**src/rtl/csmms_pkg.sv**
```systemverilog
// package for the complex stream min/max/sum/mean block
// shared widths, the per-block statistics record and the back-end state type
// no dependencies

package csmms_pkg;

    localparam int OUT_W       = 16;   // width of min/max/mean result parts
    localparam int SUM_W       = 32;   // width of the wrapped sums
    localparam int CNT_W       = 17;   // sample count, 1 .. 65536
    localparam int IN_TDATA_W  = 32;   // sample_re, sample_im
    localparam int OUT_FIELD_W = 4 * OUT_W + 2 * SUM_W + 2 * OUT_W + CNT_W;
    localparam int OUT_TDATA_W = ((OUT_FIELD_W + 7) / 8) * 8;
    localparam int OUT_PAD_W   = OUT_TDATA_W - OUT_FIELD_W;
    localparam int OUT_CNT_LSB = 4 * OUT_W + 2 * SUM_W + 2 * OUT_W;
    localparam int QDEPTH      = 2;    // finished blocks waiting for the divider
    localparam int DIV_STEPS   = SUM_W;

    // one finished block, handed from the front end to the back end
    typedef struct packed {
        logic [CNT_W-1:0] count;
        logic [SUM_W-1:0] sum_im;
        logic [SUM_W-1:0] sum_re;
        logic [OUT_W-1:0] max_im;
        logic [OUT_W-1:0] max_re;
        logic [OUT_W-1:0] min_im;
        logic [OUT_W-1:0] min_re;
    } stat_rec_t;

    typedef enum logic [1:0] {
        BK_IDLE,
        BK_DIV,
        BK_OUT
    } back_state_t;

endpackage

```
**src/rtl/csmms_front.sv**
```systemverilog
// front end: accepts samples, squares them, tracks min/max magnitude, sums and count
// closes a block into a csmms_pkg::stat_rec_t record for the queue
// depends on csmms_pkg

module csmms_front #(
    parameter int MAX_BLOCK   = 65536,
    parameter int SAMPLE_BITS = 16
) (
    input  logic                             clk,
    input  logic                             rst_n,
    input  logic                             s_tvalid,
    output logic                             s_tready,
    input  logic [csmms_pkg::IN_TDATA_W-1:0] s_tdata,
    input  logic                             s_tlast,
    input  logic                             q_full,
    output logic                             q_push,
    output csmms_pkg::stat_rec_t             q_rec
);

    localparam int SB    = SAMPLE_BITS;
    localparam int SQ_W  = 2 * SB;
    localparam int MAG_W = 2 * SB + 1;

    // sample parts: the low SB bits of each field, zero-extended first and then taken as signed
    logic [SB+15:0]        re_wide;
    logic [SB+15:0]        im_wide;
    logic signed [SB-1:0]  re_in;
    logic signed [SB-1:0]  im_in;
    logic signed [SQ_W-1:0] sq_re_in;
    logic signed [SQ_W-1:0] sq_im_in;

    assign re_wide  = {{SB{1'b0}}, s_tdata[15:0]};
    assign im_wide  = {{SB{1'b0}}, s_tdata[31:16]};
    assign re_in    = re_wide[SB-1:0];
    assign im_in    = im_wide[SB-1:0];
    assign sq_re_in = re_in * re_in;
    assign sq_im_in = im_in * im_in;

    // stage a: registered sample and squares
    logic                  a_valid_reg;
    logic                  a_valid_next;
    logic signed [SB-1:0]  a_re_reg;
    logic signed [SB-1:0]  a_im_reg;
    logic [SQ_W-1:0]       a_sqre_reg;
    logic [SQ_W-1:0]       a_sqim_reg;
    logic                  a_last_reg;

    // block statistics
    logic signed [SB-1:0]            low_re_reg,  low_im_reg;
    logic signed [SB-1:0]            high_re_reg, high_im_reg;
    logic [MAG_W-1:0]                low_mag_reg, high_mag_reg;
    logic [csmms_pkg::SUM_W-1:0]     acc_re_reg,  acc_im_reg;
    logic [csmms_pkg::CNT_W-1:0]     seen_reg;

    logic [MAG_W-1:0]                mag;
    logic                            first;
    logic                            take_low;
    logic                            take_high;
    logic signed [SB-1:0]            low_re_next,  low_im_next;
    logic signed [SB-1:0]            high_re_next, high_im_next;
    logic [MAG_W-1:0]                low_mag_next, high_mag_next;
    logic [csmms_pkg::SUM_W-1:0]     acc_re_next,  acc_im_next;
    logic [csmms_pkg::CNT_W-1:0]     seen_next;
    logic                            b_end;
    logic                            b_fire;

    function automatic logic [csmms_pkg::OUT_W-1:0] to_out(input logic signed [SB-1:0] v);
        logic [SB+csmms_pkg::OUT_W-1:0] w;
        w = {{csmms_pkg::OUT_W{v[SB-1]}}, v};
        return w[csmms_pkg::OUT_W-1:0];
    endfunction

    assign mag       = MAG_W'(a_sqre_reg) + MAG_W'(a_sqim_reg);
    assign first     = (seen_reg == '0);
    assign take_low  = first || (mag < low_mag_reg);
    assign take_high = first || (mag > high_mag_reg);

    assign low_re_next   = take_low  ? a_re_reg : low_re_reg;
    assign low_im_next   = take_low  ? a_im_reg : low_im_reg;
    assign low_mag_next  = take_low  ? mag      : low_mag_reg;
    assign high_re_next  = take_high ? a_re_reg : high_re_reg;
    assign high_im_next  = take_high ? a_im_reg : high_im_reg;
    assign high_mag_next = take_high ? mag      : high_mag_reg;

    assign acc_re_next = acc_re_reg + {{(csmms_pkg::SUM_W-SB){a_re_reg[SB-1]}}, a_re_reg};
    assign acc_im_next = acc_im_reg + {{(csmms_pkg::SUM_W-SB){a_im_reg[SB-1]}}, a_im_reg};
    assign seen_next   = seen_reg + 1'b1;

    // an overlong block closes on its own
    assign b_end  = a_last_reg || (seen_next == csmms_pkg::CNT_W'(MAX_BLOCK));
    assign b_fire = a_valid_reg && (!b_end || !q_full);
    assign q_push = b_fire && b_end;

    assign s_tready = !a_valid_reg || b_fire;

    always_comb
    begin
        if (s_tvalid && s_tready)
        begin
            a_valid_next = 1'b1;
        end
        else if (b_fire)
        begin
            a_valid_next = 1'b0;
        end
        else
        begin
            a_valid_next = a_valid_reg;
        end
    end

    always_comb
    begin
        q_rec.count  = seen_next;
        q_rec.sum_re = acc_re_next;
        q_rec.sum_im = acc_im_next;
        q_rec.min_re = to_out(low_re_next);
        q_rec.min_im = to_out(low_im_next);
        q_rec.max_re = to_out(high_re_next);
        q_rec.max_im = to_out(high_im_next);
    end

    always_ff @(posedge clk or negedge rst_n)
    begin
        if (!rst_n)
        begin
            a_valid_reg <= 1'b0;
            acc_re_reg  <= '0;
            acc_im_reg  <= '0;
            seen_reg    <= '0;
        end
        else
        begin
            a_valid_reg <= a_valid_next;
            if (b_fire)
            begin
                if (b_end)
                begin
                    acc_re_reg <= '0;
                    acc_im_reg <= '0;
                    seen_reg   <= '0;
                end
                else
                begin
                    acc_re_reg <= acc_re_next;
                    acc_im_reg <= acc_im_next;
                    seen_reg   <= seen_next;
                end
            end
        end
    end

    // payload, no reset: a count of zero makes the next sample both min and max
    always_ff @(posedge clk)
    begin
        if (s_tvalid && s_tready)
        begin
            a_re_reg   <= re_in;
            a_im_reg   <= im_in;
            a_sqre_reg <= sq_re_in;
            a_sqim_reg <= sq_im_in;
            a_last_reg <= s_tlast;
        end
        if (b_fire)
        begin
            low_re_reg   <= low_re_next;
            low_im_reg   <= low_im_next;
            low_mag_reg  <= low_mag_next;
            high_re_reg  <= high_re_next;
            high_im_reg  <= high_im_next;
            high_mag_reg <= high_mag_next;
        end
    end

endmodule

```
**src/rtl/csmms_fifo.sv**
```systemverilog
// short queue of finished block records between front and back end
// depends on csmms_pkg

module csmms_fifo (
    input  logic                 clk,
    input  logic                 rst_n,
    input  logic                 push,
    input  csmms_pkg::stat_rec_t wr_rec,
    output logic                 full,
    output logic                 valid,
    input  logic                 pop,
    output csmms_pkg::stat_rec_t rd_rec
);

    localparam int PTR_W = (csmms_pkg::QDEPTH > 1) ? $clog2(csmms_pkg::QDEPTH) : 1;
    localparam int CNT_W = $clog2(csmms_pkg::QDEPTH + 1);

    csmms_pkg::stat_rec_t mem [csmms_pkg::QDEPTH];
    logic [PTR_W-1:0] wr_ptr_reg, wr_ptr_next;
    logic [PTR_W-1:0] rd_ptr_reg, rd_ptr_next;
    logic [CNT_W-1:0] fill_reg, fill_next;

    function automatic logic [PTR_W-1:0] bump(input logic [PTR_W-1:0] p);
        logic [PTR_W-1:0] r;
        if (p == PTR_W'(csmms_pkg::QDEPTH - 1))
        begin
            r = '0;
        end
        else
        begin
            r = p + 1'b1;
        end
        return r;
    endfunction

    assign full   = (fill_reg == CNT_W'(csmms_pkg::QDEPTH));
    assign valid  = (fill_reg != '0);
    assign rd_rec = mem[rd_ptr_reg];

    always_comb
    begin
        wr_ptr_next = push ? bump(wr_ptr_reg) : wr_ptr_reg;
        rd_ptr_next = pop  ? bump(rd_ptr_reg) : rd_ptr_reg;
        fill_next   = fill_reg;
        if (push && !pop)
        begin
            fill_next = fill_reg + 1'b1;
        end
        else if (pop && !push)
        begin
            fill_next = fill_reg - 1'b1;
        end
    end

    always_ff @(posedge clk or negedge rst_n)
    begin
        if (!rst_n)
        begin
            wr_ptr_reg <= '0;
            rd_ptr_reg <= '0;
            fill_reg   <= '0;
        end
        else
        begin
            wr_ptr_reg <= wr_ptr_next;
            rd_ptr_reg <= rd_ptr_next;
            fill_reg   <= fill_next;
        end
    end

    always_ff @(posedge clk)
    begin
        if (push)
        begin
            mem[wr_ptr_reg] <= wr_rec;
        end
    end

endmodule

```
**src/rtl/csmms_back.sv**
```systemverilog
// back end: bit-serial division of both sums by the count, saturation, output register
// depends on csmms_pkg

module csmms_back #(
    parameter int SAMPLE_BITS = 16
) (
    input  logic                              clk,
    input  logic                              rst_n,
    input  logic                              q_valid,
    input  csmms_pkg::stat_rec_t              q_rec,
    output logic                              q_pop,
    output logic                              m_tvalid,
    input  logic                              m_tready,
    output logic [csmms_pkg::OUT_TDATA_W-1:0] m_tdata
);

    localparam int SUM_W  = csmms_pkg::SUM_W;
    localparam int CNT_W  = csmms_pkg::CNT_W;
    localparam int OUT_W  = csmms_pkg::OUT_W;
    localparam int STEP_W = $clog2(csmms_pkg::DIV_STEPS);
    localparam logic signed [SUM_W:0] SAT_HI = (SUM_W+1)'((1 << (SAMPLE_BITS - 1)) - 1);
    localparam logic signed [SUM_W:0] SAT_LO = -SAT_HI - 1;

    csmms_pkg::back_state_t state_reg, state_next;
    logic [STEP_W-1:0]      step_reg;
    csmms_pkg::stat_rec_t   rec_reg;
    logic [CNT_W-1:0]       rem_re_reg, rem_im_reg;
    logic [SUM_W-1:0]       quo_re_reg, quo_im_reg;
    logic                   neg_re_reg, neg_im_reg;
    logic [OUT_W-1:0]       avg_re_reg, avg_im_reg;

    logic [CNT_W:0]         sh_re, sh_im;
    logic                   ge_re, ge_im;
    logic [CNT_W-1:0]       rem_re_next, rem_im_next;
    logic [SUM_W-1:0]       quo_re_next, quo_im_next;
    logic                   last_step;

    function automatic logic [SUM_W-1:0] abs_sum(input logic [SUM_W-1:0] v);
        return v[SUM_W-1] ? (~v + 1'b1) : v;
    endfunction

    function automatic logic [OUT_W-1:0] sat_mean(input logic neg, input logic [SUM_W-1:0] q);
        logic [SUM_W:0]        m;
        logic signed [SUM_W:0] v;
        logic signed [SUM_W:0] r;
        m = {1'b0, q};
        v = neg ? (~m + 1'b1) : m;
        if (v > SAT_HI)
        begin
            r = SAT_HI;
        end
        else if (v < SAT_LO)
        begin
            r = SAT_LO;
        end
        else
        begin
            r = v;
        end
        return r[OUT_W-1:0];
    endfunction

    // restoring division step, one quotient bit per lane per cycle
    assign sh_re       = {rem_re_reg, quo_re_reg[SUM_W-1]};
    assign sh_im       = {rem_im_reg, quo_im_reg[SUM_W-1]};
    assign ge_re       = (sh_re >= {1'b0, rec_reg.count});
    assign ge_im       = (sh_im >= {1'b0, rec_reg.count});
    assign rem_re_next = ge_re ? CNT_W'(sh_re - {1'b0, rec_reg.count}) : sh_re[CNT_W-1:0];
    assign rem_im_next = ge_im ? CNT_W'(sh_im - {1'b0, rec_reg.count}) : sh_im[CNT_W-1:0];
    assign quo_re_next = {quo_re_reg[SUM_W-2:0], ge_re};
    assign quo_im_next = {quo_im_reg[SUM_W-2:0], ge_im};
    assign last_step   = (step_reg == STEP_W'(csmms_pkg::DIV_STEPS - 1));

    always_comb
    begin
        state_next = state_reg;
        case (state_reg)
            csmms_pkg::BK_IDLE:
            begin
                if (q_valid)
                begin
                    state_next = csmms_pkg::BK_DIV;
                end
            end
            csmms_pkg::BK_DIV:
            begin
                if (last_step)
                begin
                    state_next = csmms_pkg::BK_OUT;
                end
            end
            csmms_pkg::BK_OUT:
            begin
                if (m_tready)
                begin
                    state_next = csmms_pkg::BK_IDLE;
                end
            end
            default:
            begin
                state_next = csmms_pkg::BK_IDLE;
            end
        endcase
    end

    always_comb
    begin
        case (state_reg)
            csmms_pkg::BK_IDLE:
            begin
                q_pop    = q_valid;
                m_tvalid = 1'b0;
            end
            csmms_pkg::BK_OUT:
            begin
                q_pop    = 1'b0;
                m_tvalid = 1'b1;
            end
            default:
            begin
                q_pop    = 1'b0;
                m_tvalid = 1'b0;
            end
        endcase
    end

    assign m_tdata = {{csmms_pkg::OUT_PAD_W{1'b0}}, rec_reg.count, avg_im_reg, avg_re_reg,
                      rec_reg.sum_im, rec_reg.sum_re, rec_reg.max_im, rec_reg.max_re,
                      rec_reg.min_im, rec_reg.min_re};

    always_ff @(posedge clk or negedge rst_n)
    begin
        if (!rst_n)
        begin
            state_reg <= csmms_pkg::BK_IDLE;
            step_reg  <= '0;
        end
        else
        begin
            state_reg <= state_next;
            if (q_pop || last_step)
            begin
                step_reg <= '0;
            end
            else if (state_reg == csmms_pkg::BK_DIV)
            begin
                step_reg <= step_reg + 1'b1;
            end
        end
    end

    always_ff @(posedge clk)
    begin
        if (q_pop)
        begin
            rec_reg    <= q_rec;
            rem_re_reg <= '0;
            rem_im_reg <= '0;
            quo_re_reg <= abs_sum(q_rec.sum_re);
            quo_im_reg <= abs_sum(q_rec.sum_im);
            neg_re_reg <= q_rec.sum_re[SUM_W-1];
            neg_im_reg <= q_rec.sum_im[SUM_W-1];
        end
        else if (state_reg == csmms_pkg::BK_DIV)
        begin
            rem_re_reg <= rem_re_next;
            rem_im_reg <= rem_im_next;
            quo_re_reg <= quo_re_next;
            quo_im_reg <= quo_im_next;
            if (last_step)
            begin
                avg_re_reg <= sat_mean(neg_re_reg, quo_re_next);
                avg_im_reg <= sat_mean(neg_im_reg, quo_im_next);
            end
        end
    end

endmodule

```
**src/rtl/complex_stream_min_max_sum_mean_top.sv**
```systemverilog
// top level of the complex block statistics unit: min/max magnitude, sums, mean
// instantiates csmms_front, csmms_fifo and csmms_back; depends on csmms_pkg
//
//  channel | signals                            | moves
//  --------+------------------------------------+-----------------------------------------
//  slave   | s_tvalid s_tready s_tdata s_tlast  | one complex sample, tlast = block_end
//  master  | m_tvalid m_tready m_tdata          | one block result: min, max, sums, mean, count
//
//  flow: the front end takes one sample per cycle while s_tready is high; a sample passes a square
//  stage and an update stage. the back end takes one record, runs its shift-subtract divider,
//  then holds the result until taken, and only then takes the next record.
//  stalls: up to two finished blocks wait in the queue; only a block end meeting a full
//  queue stalls s_tready.
//  reset: rst_n clears all control state at once; there is no clearing pass.

module complex_stream_min_max_sum_mean_top #(
    parameter int MAX_BLOCK   = 65536,
    parameter int SAMPLE_BITS = 16
) (
    input  logic                              clk,
    input  logic                              rst_n,
    // sample input
    input  logic                              s_tvalid,
    output logic                              s_tready,
    input  logic [csmms_pkg::IN_TDATA_W-1:0]  s_tdata,   // sample_re[15:0], sample_im[31:16]
    input  logic                              s_tlast,   // block_end
    // block result
    output logic                              m_tvalid,
    input  logic                              m_tready,
    // min_re, min_im, max_re, max_im (16 each), total_re, total_im (32 each),
    // avg_re, avg_im (16 each), sample_count (17), zero pad to 184 bits
    output logic [csmms_pkg::OUT_TDATA_W-1:0] m_tdata
);

    logic                 q_push;
    logic                 q_full;
    logic                 q_valid;
    logic                 q_pop;
    csmms_pkg::stat_rec_t q_wr_rec;
    csmms_pkg::stat_rec_t q_rd_rec;

    // classify and accumulate, close a record on block end or overlong block
    csmms_front #(
        .MAX_BLOCK   (MAX_BLOCK),
        .SAMPLE_BITS (SAMPLE_BITS)
    ) u_front (
        .clk      (clk),
        .rst_n    (rst_n),
        .s_tvalid (s_tvalid),
        .s_tready (s_tready),
        .s_tdata  (s_tdata),
        .s_tlast  (s_tlast),
        .q_full   (q_full),
        .q_push   (q_push),
        .q_rec    (q_wr_rec)
    );

    // decouples the per-sample front from the per-block divider
    csmms_fifo u_fifo (
        .clk    (clk),
        .rst_n  (rst_n),
        .push   (q_push),
        .wr_rec (q_wr_rec),
        .full   (q_full),
        .valid  (q_valid),
        .pop    (q_pop),
        .rd_rec (q_rd_rec)
    );

    // mean by serial division, saturation, result register
    csmms_back #(
        .SAMPLE_BITS (SAMPLE_BITS)
    ) u_back (
        .clk      (clk),
        .rst_n    (rst_n),
        .q_valid  (q_valid),
        .q_rec    (q_rd_rec),
        .q_pop    (q_pop),
        .m_tvalid (m_tvalid),
        .m_tready (m_tready),
        .m_tdata  (m_tdata)
    );

    // a finished block never lands on a full queue
    assert property (@(posedge clk) disable iff (!rst_n) q_push |-> !q_full)
        else $error("block record pushed into full queue");

    // the back end only takes records that exist
    assert property (@(posedge clk) disable iff (!rst_n) q_pop |-> q_valid)
        else $error("record popped from empty queue");

    // the divider runs before any result shows
    assert property (@(posedge clk) disable iff (!rst_n) q_pop |=> !m_tvalid)
        else $error("result shown without division");

    // a shown result counts between one and the block limit
    assert property (@(posedge clk) disable iff (!rst_n)
        m_tvalid |->
            (m_tdata[csmms_pkg::OUT_CNT_LSB +: csmms_pkg::CNT_W] != '0) &&
            (m_tdata[csmms_pkg::OUT_CNT_LSB +: csmms_pkg::CNT_W] <=
             csmms_pkg::CNT_W'(MAX_BLOCK)))
        else $error("result sample count out of range");

endmodule
```
**config.mk**
```make
export PLATFORM = sky130hd
export DESIGN_NAME = complex_stream_min_max_sum_mean_top
export DESIGN_NICKNAME = d
export VERILOG_FILES = /design/src/rtl/csmms_pkg.sv /design/src/rtl/csmms_front.sv /design/src/rtl/csmms_fifo.sv /design/src/rtl/csmms_back.sv /design/src/rtl/complex_stream_min_max_sum_mean_top.sv
export SDC_FILE = /design/constraint.sdc
export NUM_CORES = 2
export LEC_CHECK = 0
export BUFFER_PORTS_ARGS = -buffer_cell sky130_fd_sc_hd__buf_2
export CAP_MARGIN = 20
export CORE_MARGIN = 2
export CORE_UTILIZATION = 40
export CTS_BUF_LIST = sky130_fd_sc_hd__clkbuf_8
export CTS_CLUSTER_SIZE = 8
export DETAILED_ROUTE_END_ITERATION = 6
export RECOVER_POWER = 50
export SYNTH_ARGS = -nofsm -noshare
export SYNTH_HDL_FRONTEND = slang
export SYNTH_SLANG_ARGS = --single-unit
```
**constraint.sdc**
```tcl
create_clock -name clk -period 22 [get_ports clk]
set_input_delay 2.2 -clock clk [delete_from_list [all_inputs] [get_ports clk]]
set_output_delay 2.2 -clock clk [all_outputs]
set_load 0.005 [all_outputs]
```
==> flow_summary_export.csv <==
group,metric,value,unit
global_routing,track_usage,17.8,%
timing,slew_headroom,-236,%
global_routing,antenna_found_initial,8,
global_routing,grt_overflow,0,
clock_tree,clk_pin_slew,0.06,ns
die,ios,223,
die,initial_utilization,40.2,%
status,run_status,"finished, violations left",
synthesis,synth_top_area_share,37.7,%
synthesis,synth_top_family_by_area,"adder cells",
synthesis,synthMuxAreaShare,4.07,%
cells_and_area,fin_cells,7705,
synthesis,synth-edff-count,754,
routing,postRouteAntennaNets,0,
hold_path,hold_depth,2,
timing,rsz0062_at_grt,"no",
timing,setup_tns,0,ns
hold_path,hold_path_end,"u_front.acc_im_reg[5]$_DFFE_PN0P_",
clock_tree,ctsResizeCount,0,
global_routing,grt_max_degree,88,
synthesis,ys_types,86,
routing,dr.pass1.iters,5,
critical_path,worstPathCellList,"clkbuf_1, mux2i_1, o21ai_0, or2_2, or4_1, or2_2, nor3_1, nand2b_1, o21ai_0, xor2_1, o21ai_0",
routing,vias_per_cell,5.03,
die,dieArea,0.153,mm²
critical_path,worstPathArrival,9.50,ns
critical_path,required,22.48,ns
global_routing,grt_pass1_wl,215,mm
placed_design,dp_slack,12.76,ns
timing,fin_crit,9.02,ns
synthesis,synth_xor_area_share,4.49,%
timing,fmax,0.111,GHz
cells_and_area,final_common_cell,"inv_1",
timing,skew,0.0570,ns
critical_path,path_buf_inv,1,
routing,drt_iter0_drc,2221,
synthesis,ys_ff_latch,881,
critical_path,ff2ff_setup_slack,12.98,ns
synthesis,synthSimpleGateAreaFrac,9.71,%
cells_and_area,drive_gt1_share,8.29,%
synthesis,syn_area,0.0601,mm²
placed_design,port_buffers,215,
clock_tree,insertion_delay,0.88,ns
critical_path,end_kind,"flop",
cells_and_area,reg_top3,"u_fifo.mem (290), u_back.m_tdata (145)",
clock_tree,clkSinkCount,881,
synthesis,synth_top_area_cell,"edfxtp_1",
critical_path,crit_slowest_cell,"clkbuf_1",
cells_and_area,regMostFlops,"u_fifo.mem",
clock_tree,cts-buffers-inserted,151,
synthesis,ys_async_sr_fraction,10.6,%
synthesis,ys_top_cells_by_area,"edfxtp_1 38%, fa_1 16%, ha_1 8.0%",
routing,wl_per_cell,17.4,µm
flow_run,max_cap_violations,12,
critical_path,r2r_end,"u_back.quo_im_reg[29]$_DFFE_PP_",
clock_tree,clock-root-buffer,"clkbuf_8",
timing,slew_viol_final,681,
critical_path,reg2reg_from,"u_fifo.rd_ptr_reg$_DFFE_PN0P_",
clock_tree,cts_tree,"done",
timing,finalSetupViolCount,0,
die,die_w,391,µm
clock_tree,post_cts_buffers,0,
routing,drc,0,
hold_path,min_from,"u_front.acc_im_reg[5]$_DFFE_PN0P_",
timing,worst_pin_slew,5.03,ns
routing,drt-total-wl,134,mm
cells_and_area,multi_input_area,0.0305,mm²
clock_tree,h-tree-depth,4,
synthesis,synth_flop_cell,"edfxtp_1",
cells_and_area,layout_common_cells,"910 x inv_1, 754 x edfxtp_1, 471 x fa_1",
die,die_y,391,µm
cells_and_area,num-nets-final,6449,
critical_path,crit_path_start_kind,"flop",
critical_path,r2r_cells,11,
timing,finalHoldViolations,0,
synthesis,ys_warn_count,0,
die,coreArea,0.149,mm²
critical_path,cp_common_cell,"o21ai_0",
critical_path,worstSetupPathType,"flop to flop",
cells_and_area,largest_reg_flops,290,
cells_and_area,area_growth,9.89,%
placed_design,gp_congestion,0.864,
global_routing,grt_pass1_vias,40261,
placed_design,hpwl,99.7,mm
clock_tree,postCtsHoldBufs,0,
clock_tree,clockBufferDepth,3,
synthesis,syn_avg_cell_area,11.3,µm²
timing,period_share,41.0,%
synthesis,synth-compound-area-share,8.72,%
cells_and_area,fill_cells,14083,
timing,setup_slack,12.98,ns
die,rows,142,
routing,num_vias,38788,
synthesis,ys_seq_area_share,42.7,%
critical_path,path_max_fanout,82,
cells_and_area,regArea,0.0257,mm²
placed_design,placedCellCount,7418,
hold_path,hold_path.class,"flop to flop",
synthesis,synth_adder_area_share,23.7,%
status,violations,"max-capacitance violations, max-slew violations",
critical_path,critPathTopFamily,"buffers and inverters",
critical_path,critPathMaxStageDelay,3.61,ns
synthesis,syn_inst,5329,
cells_and_area,fin_util,44.2,%
-- worst max-delay path by stage --
| stage | slack [ns] | cells past startpoint | from | to |
|---|---|---|---|---|
| 5_1_grt | 12.34 | 11 | u_fifo.rd_ptr_reg$_DFFE_PN0P_ | u_back.quo_im_reg[29]$_DFFE_PP_ |
| 2_1_floorplan | 8.81 | 9 | u_front.seen_reg[0]$_DFFE_PN0P_ | u_fifo.mem[0][0]$_DFFE_PP_ |
| 4_1_cts | 13.69 | 22 | s_tdata[31] | u_front.a_sqim_reg[30]$_DFFE_PP_ |
| 6_report | 12.98 | 11 | u_fifo.rd_ptr_reg$_DFFE_PN0P_ | u_back.quo_im_reg[29]$_DFFE_PP_ |
| 3_3_place_gp | 12.92 | 22 | s_tdata[31] | u_front.a_sqim_reg[30]$_DFFE_PP_ |
| 3_5_place_dp | 12.76 | 22 | s_tdata[31] | u_front.a_sqim_reg[30]$_DFFE_PP_ |
-- Yosys cell counts, types with 11 or more instances --
library cell	instances
xnor2_1	204
buf_4	11
nand3_1	113
or3_1	23
a22o_1	43
nor2b_1	45
and3_1	25
a211oi_1	25
and2_1	98
nor3_1	82
nor4_1	29
dfrtp_1	93
inv_1	852
nand2_1	441
clkbuf_1	131
mux2_2	177
nor3b_1	11
fa_1	471
edfxtp_1	754
buf_2	25
o31ai_1	35
o21bai_1	16
a31oi_1	26
ha_1	384
a21o_1	69
o211ai_1	16
mux2i_1	44
nand2b_1	38
xor2_1	104
dfxtp_1	34
o21ai_0	205
nand4_1	44
a31o_2	12
o21a_1	42
a21oi_1	205
or2_2	16
nor2_1	224
-- cell families (layout without fill, tap and decap cells) --
logic type | Yosys count | after routing
and+or+nand+nor | 1221 | 1221
buffers and inverters | 1031 | 1380
DFF | 881 | 881
adders and majority gates | 855 | 855
AOI/OAI and AO/OA | 810 | 810
xor gates and xnor gates | 308 | 308
muxes | 222 | 222
other | 1 | 12
-- metal layers --
layer | vias to the layer above | GRT usage [%] | routed length [µm]
met3 | 186 | 3.10 | 6000
met4 | 6 | 5.29 | 3130
met5 | - | 0 | 34
met1 | 19268 | 23.1 | 59000
met2 | 709 | 30.2 | 65900
li1 | 18619 | - | -
-- worst register-to-register path, cell delays in order (launching register included) --
cell and delay (ns):
dfrtp_1 1.39, clkbuf_1 3.61, mux2i_1 0.97, o21ai_0 0.39, or2_2 0.40, or4_1 0.53
or2_2 0.34, nor3_1 0.35, nand2b_1 0.17, o21ai_0 0.25, xor2_1 0.17, o21ai_0 0.10
-- layout make-up --
cell class,instances,area share (%)
flip-flops and latches,881,38.9
well taps,2016,3.82
clock buffers,167,3.48
multi-input cells,3423,46.3
inverters,855,4.87
repair buffers,245,1.64
diodes,5,0.0190
clock inverters,113,1.02
-- per-stage QoR --
| stage | hold WS, ns | cell area [µm²] |
|---|---|---|
| after floorplan | 0.445 | 60100 |
| after global placement | 0.457 | 63300 |
| after detailed placement | 0.464 | 63300 |
| after CTS | 0.477 | 66200 |
| after global routing | 0.500 | 66000 |
| final | 0.472 | 66000 |
Power is left out: the tool's default activity adds up to more than one toggle a clock period on the data nets, which glitch-free logic cannot reach.
